===== src/rtl/bvfd_pkg.sv =====
// shared types and constants of the 1-bit video frame decoder
// parse phases, sequencer states, framebuffer command and result words
// no dependencies
package bvfd_pkg;

	// stream frame type codes
	localparam logic [7:0] FT_DELTA  = 8'd1;
	localparam logic [7:0] FT_KEY    = 8'd2;
	localparam logic [7:0] FT_REPEAT = 8'd3;

	// request kinds on the input side
	localparam logic REQ_READ = 1'b1;

	// pixels per framebuffer byte and log2 of pixels per delta block
	localparam int PIX_PER_BYTE = 8;
	localparam int BLOCK_BITS   = 6;

	// run length that a count byte of zero stands for
	localparam logic [8:0] RUN_MAX = 9'd256;

	// parse phase of the compressed stream
	typedef enum logic [2:0] {
		PH_TYPE,
		PH_KEY_MARKER,
		PH_KEY_DATA,
		PH_KEY_COUNT,
		PH_KEY_PIXEL,
		PH_DELTA_BITMAP,
		PH_DELTA_MASK,
		PH_DELTA_PIXEL
	} phase_t;

	// decode sequencer states
	typedef enum logic [2:0] {
		CS_IDLE,
		CS_READ,
		CS_RUN,
		CS_DPIX,
		CS_WAIT_WR,
		CS_NEXT_ROW,
		CS_SCAN,
		CS_RESULT
	} ctrl_state_t;

	// framebuffer unit states
	typedef enum logic [2:0] {
		FB_CLEAR,
		FB_IDLE,
		FB_RD,
		FB_WR_LO,
		FB_WR_HI
	} fb_state_t;

	typedef enum logic {
		CMD_READ,
		CMD_WRITE
	} fb_kind_t;

	// framebuffer command: a byte read or a pixel-byte write of n pixels
	typedef struct packed {
		fb_kind_t   kind;
		logic [7:0] px;
		logic [3:0] n;
	} fb_cmd_t;

	// framebuffer status back to the sequencer
	typedef struct packed {
		logic       ready;
		logic       done;
		logic [7:0] rdata;
	} fb_stat_t;

	// one result word
	typedef struct packed {
		logic       frame_done;
		logic       stream_stopped;
		logic       read_valid;
		logic [7:0] read_data;
	} bvfd_res_t;

endpackage


===== src/rtl/bvfd_ctrl.sv =====
// stream parser and decode sequencer: frame types, key runs, delta row and mask walk
// issues pixel-byte writes and reads to the framebuffer unit, one at a time
// depends on bvfd_pkg
module bvfd_ctrl import bvfd_pkg::*; #(
	parameter int FRAME_WIDTH  = 128,
	parameter int FRAME_HEIGHT = 64
) (
	input  logic                                            clk,
	input  logic                                            arst_n,
	input  logic                                            in_valid,
	output logic                                            in_ready,
	input  logic                                            in_kind,
	input  logic [7:0]                                      in_byte,
	input  logic [9:0]                                      in_addr,
	output logic                                            cmd_valid,
	output fb_cmd_t                                         cmd,
	output logic [$clog2(FRAME_WIDTH*FRAME_HEIGHT+8)-1:0]   cmd_pos,
	input  fb_stat_t                                        fb_stat,
	output logic                                            res_valid,
	output bvfd_res_t                                       res,
	input  logic                                            res_ready
);

	localparam int PIXELS      = FRAME_WIDTH * FRAME_HEIGHT;
	localparam int STORE_BYTES = (PIXELS + 7) / 8;
	localparam int POS_W       = $clog2(PIXELS + 8);
	localparam int RC_W        = $clog2(FRAME_HEIGHT + 1);
	localparam int BB          = (FRAME_HEIGHT + 7) / 8;
	localparam int BIW         = (BB > 1) ? $clog2(BB) : 1;
	localparam logic [POS_W-1:0] PIX_POS = POS_W'(PIXELS);
	localparam logic [POS_W-1:0] W_POS   = POS_W'(FRAME_WIDTH);
	localparam logic [POS_W-1:0] STEP    = POS_W'(PIX_PER_BYTE);
	localparam logic [RC_W-1:0]  H_RC    = RC_W'(FRAME_HEIGHT);

	ctrl_state_t   state_q, state_d;
	phase_t        phase_q, phase_d;
	logic [7:0]    marker_q, marker_d;
	logic [8:0]    rl_q, rl_d;
	logic [POS_W-1:0] wp_q, wp_d;
	logic [RC_W-1:0]  rc_q, rc_d;
	logic [7:0]    gm_q, gm_d;
	logic          stopped_q, stopped_d;
	logic [7:0]    px_q, px_d;
	logic [POS_W-1:0] pos_q, pos_d;
	logic [3:0]    n_q, n_d;
	logic          done_q, done_d;
	logic          rvalid_q, rvalid_d;
	logic [7:0]    rdata_q, rdata_d;
	logic [7:0]    bitmap_q [BB];
	logic          bm_we;

	logic             addr_ok;
	logic [POS_W-1:0] row_base;
	logic [POS_W-1:0] key_rem;
	logic [3:0]       key_n;
	logic [POS_W-1:0] delta_rem;
	logic [3:0]       delta_n;
	logic [POS_W-1:0] wp_step;
	logic [RC_W-1:0]  rc_inc;
	logic             row_marked;

	// address range, pixel positions and clipped pixel counts
	assign addr_ok   = 32'(in_addr) < STORE_BYTES;
	assign row_base  = POS_W'(rc_q) * W_POS;
	assign key_rem   = PIX_POS - wp_q;
	assign key_n     = (key_rem < STEP) ? key_rem[3:0] : 4'd8;
	assign delta_rem = W_POS - wp_q;
	assign delta_n   = (delta_rem < STEP) ? delta_rem[3:0] : 4'd8;
	assign wp_step   = wp_q + STEP;
	assign rc_inc    = rc_q + RC_W'(1);
	assign row_marked = bitmap_q[BIW'(rc_q >> 3)][3'd7 - rc_q[2:0]];

	// sequencer next state and outputs
	always_comb begin
		state_d   = state_q;
		phase_d   = phase_q;
		marker_d  = marker_q;
		rl_d      = rl_q;
		wp_d      = wp_q;
		rc_d      = rc_q;
		gm_d      = gm_q;
		stopped_d = stopped_q;
		px_d      = px_q;
		pos_d     = pos_q;
		n_d       = n_q;
		done_d    = done_q;
		rvalid_d  = rvalid_q;
		rdata_d   = rdata_q;
		bm_we     = 1'b0;
		cmd_valid = 1'b0;
		cmd.kind  = CMD_WRITE;
		cmd.px    = px_q;
		cmd.n     = n_q;
		cmd_pos   = pos_q;
		in_ready  = (state_q == CS_IDLE) && fb_stat.ready;
		unique case (state_q)
			CS_IDLE: begin
				if (in_valid && in_ready) begin
					done_d   = 1'b0;
					rvalid_d = 1'b0;
					rdata_d  = 8'b0;
					state_d  = CS_RESULT;
					if (in_kind == REQ_READ) begin
						rvalid_d = 1'b1;
						if (addr_ok) begin
							cmd_valid = 1'b1;
							cmd.kind  = CMD_READ;
							cmd_pos   = POS_W'({in_addr, 3'b000});
							state_d   = CS_READ;
						end
					end else if (!stopped_q) begin
						unique case (phase_q)
							PH_TYPE: begin
								priority if (in_byte == FT_DELTA) begin
									rc_d    = '0;
									phase_d = PH_DELTA_BITMAP;
								end else if (in_byte == FT_KEY) begin
									phase_d = PH_KEY_MARKER;
								end else if (in_byte == FT_REPEAT) begin
									done_d = 1'b1;
								end else begin
									stopped_d = 1'b1;
								end
							end
							PH_KEY_MARKER: begin
								marker_d = in_byte;
								wp_d     = '0;
								phase_d  = PH_KEY_DATA;
							end
							PH_KEY_DATA: begin
								if (in_byte == marker_q) begin
									phase_d = PH_KEY_COUNT;
								end else begin
									px_d    = in_byte;
									rl_d    = 9'd1;
									state_d = CS_RUN;
								end
							end
							PH_KEY_COUNT: begin
								rl_d    = (in_byte == 8'b0) ? RUN_MAX : {1'b0, in_byte};
								phase_d = PH_KEY_PIXEL;
							end
							PH_KEY_PIXEL: begin
								px_d    = in_byte;
								state_d = CS_RUN;
							end
							PH_DELTA_BITMAP: begin
								bm_we = 1'b1;
								rc_d  = rc_inc;
								if (32'(rc_inc) >= BB) begin
									rc_d    = '0;
									wp_d    = '0;
									state_d = CS_NEXT_ROW;
								end
							end
							PH_DELTA_MASK: begin
								gm_d    = in_byte;
								state_d = CS_SCAN;
							end
							PH_DELTA_PIXEL: begin
								px_d    = in_byte;
								pos_d   = row_base + wp_q;
								n_d     = delta_n;
								state_d = CS_DPIX;
							end
						endcase
					end
				end
			end
			CS_READ: begin
				if (fb_stat.done) begin
					rdata_d = fb_stat.rdata;
					state_d = CS_RESULT;
				end
			end
			// key frame: one framebuffer byte per pass, clipped at frame end
			CS_RUN: begin
				if (rl_q != 9'b0 && wp_q < PIX_POS) begin
					cmd_valid = 1'b1;
					cmd.n     = key_n;
					cmd_pos   = wp_q;
					if (fb_stat.ready) begin
						wp_d    = wp_step;
						rl_d    = rl_q - 9'd1;
						state_d = CS_WAIT_WR;
					end
				end else begin
					if (wp_q >= PIX_POS) begin
						phase_d = PH_TYPE;
						done_d  = 1'b1;
					end else begin
						phase_d = PH_KEY_DATA;
					end
					state_d = CS_RESULT;
				end
			end
			// delta frame: one pixel group
			CS_DPIX: begin
				cmd_valid = 1'b1;
				if (fb_stat.ready) begin
					wp_d    = wp_q + POS_W'(n_q);
					gm_d    = {gm_q[6:0], 1'b0};
					state_d = CS_WAIT_WR;
				end
			end
			CS_WAIT_WR: begin
				if (fb_stat.done) begin
					if (phase_q == PH_DELTA_PIXEL) begin
						if (wp_q >= W_POS || wp_q[BLOCK_BITS-1:0] == '0) begin
							state_d = CS_NEXT_ROW;
						end else begin
							state_d = CS_SCAN;
						end
					end else begin
						state_d = CS_RUN;
					end
				end
			end
			// skip to the next marked row, one row per cycle
			CS_NEXT_ROW: begin
				if (rc_q >= H_RC) begin
					phase_d = PH_TYPE;
					done_d  = 1'b1;
					state_d = CS_RESULT;
				end else if (wp_q >= W_POS || !row_marked) begin
					rc_d = rc_inc;
					wp_d = '0;
				end else begin
					phase_d = PH_DELTA_MASK;
					state_d = CS_RESULT;
				end
			end
			// walk the group mask, one bit per cycle
			CS_SCAN: begin
				if (wp_q < W_POS) begin
					if (gm_q[7]) begin
						phase_d = PH_DELTA_PIXEL;
						state_d = CS_RESULT;
					end else begin
						wp_d = wp_step;
						gm_d = {gm_q[6:0], 1'b0};
						if (wp_step[BLOCK_BITS-1:0] == '0) begin
							state_d = CS_NEXT_ROW;
						end
					end
				end else begin
					state_d = CS_NEXT_ROW;
				end
			end
			CS_RESULT: begin
				if (res_ready) begin
					state_d = CS_IDLE;
				end
			end
		endcase
	end

	// control registers
	always_ff @(posedge clk or negedge arst_n) begin
		if (!arst_n) begin
			state_q   <= CS_IDLE;
			phase_q   <= PH_TYPE;
			marker_q  <= '0;
			rl_q      <= '0;
			wp_q      <= '0;
			rc_q      <= '0;
			gm_q      <= '0;
			stopped_q <= 1'b0;
		end else begin
			state_q   <= state_d;
			phase_q   <= phase_d;
			marker_q  <= marker_d;
			rl_q      <= rl_d;
			wp_q      <= wp_d;
			rc_q      <= rc_d;
			gm_q      <= gm_d;
			stopped_q <= stopped_d;
		end
	end

	// payload registers
	always_ff @(posedge clk) begin
		px_q     <= px_d;
		pos_q    <= pos_d;
		n_q      <= n_d;
		done_q   <= done_d;
		rvalid_q <= rvalid_d;
		rdata_q  <= rdata_d;
	end

	// row bitmap of the current delta frame
	always_ff @(posedge clk) begin
		if (bm_we) begin
			bitmap_q[BIW'(rc_q)] <= in_byte;
		end
	end

	assign res_valid          = (state_q == CS_RESULT);
	assign res.frame_done     = done_q;
	assign res.stream_stopped = stopped_q;
	assign res.read_valid     = rvalid_q;
	assign res.read_data      = rdata_q;

endmodule

===== config.mk =====
export PLATFORM = sky130hd
export DESIGN_NAME = bvfd_ctrl
export DESIGN_NICKNAME = d
export VERILOG_FILES = /design/src/rtl/bvfd_pkg.sv /design/src/rtl/bvfd_ctrl.sv
export SDC_FILE = /design/constraint.sdc
export NUM_CORES = 1
export LEC_CHECK = 0
export BUFFER_PORTS_ARGS = -buffer_cell sky130_fd_sc_hd__buf_2
export CELL_PAD_IN_SITES_DETAIL_PLACEMENT = 0
export CELL_PAD_IN_SITES_GLOBAL_PLACEMENT = 1
export CORE_UTILIZATION = 30
export CTS_BUF_LIST = sky130_fd_sc_hd__clkbuf_16
export CTS_CLUSTER_DIAMETER = 50
export DETAILED_ROUTE_END_ITERATION = 7
export PLACE_DENSITY_LB_ADDON = 0.25
export SLEW_MARGIN = 0
export SYNTH_ARGS = -nofsm -noshare
export SYNTH_HDL_FRONTEND = slang
export SYNTH_SLANG_ARGS = --single-unit

===== constraint.sdc =====
create_clock -name clk -period 4.8 [get_ports clk]
set_input_delay 0.48 -clock clk [delete_from_list [all_inputs] [get_ports clk]]
set_output_delay 0.48 -clock clk [all_outputs]
set_load 0.005 [all_outputs]

==> impl_metrics.ini <==
[worst_setup_path]
reg2reg_from = rc_q[3]$_DFFE_PN0P_
worstSetupPathType = reg -> out
cp.required_ps = 4320
worstPathMaxFanout = 9
rr_endpoint = rc_q[6]$_DFFE_PN0P_
cp-start-kind = register
reg2reg_depth = 8
worstPathArrival_ps = 3520
rrSetupSlack_ps = 1390
cp-end-kind = output port

[clock_tree]
cts.sinks = 153
cts_hold_buf = 0
postCtsSetupRepairBufs = 0
cts_resized = 0
clk_pin_slew_ps = 60
cts_root_buf = clkbuf_16
cts_tree = built
clock_latency_ps = 430
h-tree-depth = 4
cts_made_buffers = 17
clock_path_buffers = 2

[timing]
worst_slew_pin_slew_ps = 966
setup_slack_ps = 795
skew_ps = 13.4
final-hold-violation-count = 0
fin_crit_sh = 0.834
setup-violations-final = 0
slew_headroom = 0.353
fin_crit_ps = 4000
rsz0062_at_grt = no
drv_slew = 0
fin_tns_setup_ps = 0
fmax_mhz = 250

[flow_run]
max_cap_viol_count = 0

[pwr]
leakage_nw = 3.65
power_frac_comb = 0.328
cellInternalPower_mw = 2.80
netSwitchingFraction = 0.382
power_switching_mw = 1.73
p_seq_frac = 0.387
power_density_mw_per_mm2 = 472
ir_drop_uv = 200
total_power_mw = 4.53
clkPwrFrac = 0.284

[logic_synthesis]
synth_edf_count = 100
avgSynthCellArea_sq_um = 11.0
syn_area_sq_mm = 0.00844
yosysWarnings = 0
synth_seq_cells = 153
synth_nets = 820
netlist_instances = 769
ys.flop_type = edfxtp_1
async_flop_share = 0.346
synthDistinctLibCells = 82
synth-seq-area-share = 0.513

[routing]
drt_wl_total_mm = 23.3
ant_nets = 0
post_drt_wl_per_cell_um = 19.2
drt_iter0_markers = 475
drtPass1Iterations = 7
num_vias = 6330
drc_errors = 2
drt-vias-per-instance = 5.22

[global_route]
grt_pass1_vias = 6208
grt_max_degree = 54
grt_overflow = 0
grt_pass1_wl_mm = 35.9
grtUsageTotal = 0.166
antenna_found_initial = 0

[finish]
final_common_cell = edfxtp_1
fin_nets = 872
drive_above_1_share = 0.175
final_cell_mix = 100 x edfxtp_1, 73 x buf_2, 59 x nor2_1
layout.cells.non_filler = 1212
area_growth_pct = 13.7
antenna_cells = 0

[outcome]
run_status = finished with violations
violations = design-rule violations

[floorplan]
rows = 61
fp.coreArea_sq_mm = 0.0277
ios = 74
fp.dieH_um = 170
initial_core_util = 0.305
die_x_um = 170
die_area_sq_mm = 0.0288

[place]
pre_cts_ws_ps = 1280
io_buffers = 73
hpwl_mm = 16.1
place_inst = 1180
routabilityCongestion = 0.827

[worst_hold_path]
hp-class = in -> async
## stage by stage
step                      utilization  hold slack, ps  area (sq um)
after floorplan                     -             184          8440
after global placement          0.327             466          9050
after detailed placement        0.327             474          9050
after CTS                       0.347             221          9600
after global routing            0.347             253          9600
final                           0.347             199          9600
## critical path, stage by stage (launching register included)
cell	delay (ps)
dfrtp_1	500
inv_1	210
ha_1	180
nor4b_1	600
nand2_1	370
o311ai_0	390
o41ai_1	130
o2111a_1	150
and4_1	250
a22o_1	200
buf_2	120
## power by group through the flow
stage | Combinational, mW | Sequential (mW) | Clock (mW)
floorplan | 1.18 | 1.66 | 0
global placement | 1.50 | 1.78 | 0
detailed placement | 1.49 | 1.78 | 0
CTS | 1.49 | 1.75 | 1.32
global route | 1.66 | 1.78 | 1.37
finish | 1.49 | 1.76 | 1.29
## cell families after synthesis
kind of cell | synth area share
compound gates | 0.167
fa+ha+maj | 0.0285
simple gates | 0.146
xor+xnor | 0.0249
mux | 0.0658
buf+inv | 0.0551
flops | 0.513
## state kept, by name (all words and copies together), names as in the netlist, 8 cells and up
| name | cells |
|---|---|
| bitmap_q | 64 |
| gm_q | 8 |
| marker_q | 8 |
| pos_q | 14 |
| px_q | 8 |
| rdata_q | 8 |
| rl_q | 9 |
| wp_q | 14 |
## per-layer routing
layer / wire length, um / track usage
met1: 10700 / 0.219
met2: 11200 / 0.278
met3: 953 / 0.0278
met4: 351 / 0.0509
met5: 0 / 0
## synth_stat cells, types with 8 or more instances
master | count | area, sq um
and2_1 | 14 | 87.6
buf_4 | 13 | 97.6
xor2_1 | 13 | 114
nand3_1 | 18 | 90.1
o41ai_1 | 11 | 96.3
mux2_2 | 10 | 113
o22ai_1 | 11 | 68.8
o21ai_0 | 50 | 250
ha_1 | 16 | 200
dfrtp_1 | 53 | 1330
and3_1 | 8 | 50.1
o31ai_1 | 10 | 75.1
a22o_1 | 10 | 87.6
clkbuf_1 | 24 | 90.1
nor2b_1 | 9 | 56.3
nand2b_1 | 12 | 75.1
a21oi_1 | 35 | 175
or3_1 | 9 | 56.3
nor3_1 | 21 | 105
a22oi_1 | 23 | 173
edfxtp_1 | 100 | 3000
mux2i_1 | 18 | 180
xnor2_1 | 11 | 96.3
inv_1 | 37 | 139
nand2_1 | 50 | 188
nor2_1 | 59 | 221
## layout make-up
type                       count  area, sq um
fill                        2814        18100
sequential                   153         4330
multi-input combinational    526         3650
tap                          378          473
timing repair buffer          84          448
clock buffer                  17          425
inverter                      39          146
clock inverter                15          128
## worst max path at each step
stage / from / end / slack [ps] / cells after the start
floorplan: wp_q[4]$_DFFE_PN0P_ / cmd[2] / 1790 / 10
global placement: wp_q[3]$_DFFE_PN0P_ / cmd[2] / 1340 / 10
CTS: wp_q[3]$_DFFE_PN0P_ / cmd[2] / 810 / 10
finish: wp_q[3]$_DFFE_PN0P_ / cmd[2] / 800 / 10
global route: wp_q[3]$_DFFE_PN0P_ / cmd[2] / 540 / 10
detailed placement: wp_q[3]$_DFFE_PN0P_ / cmd[2] / 1280 / 10
Power figures use the tool's default switching activity.
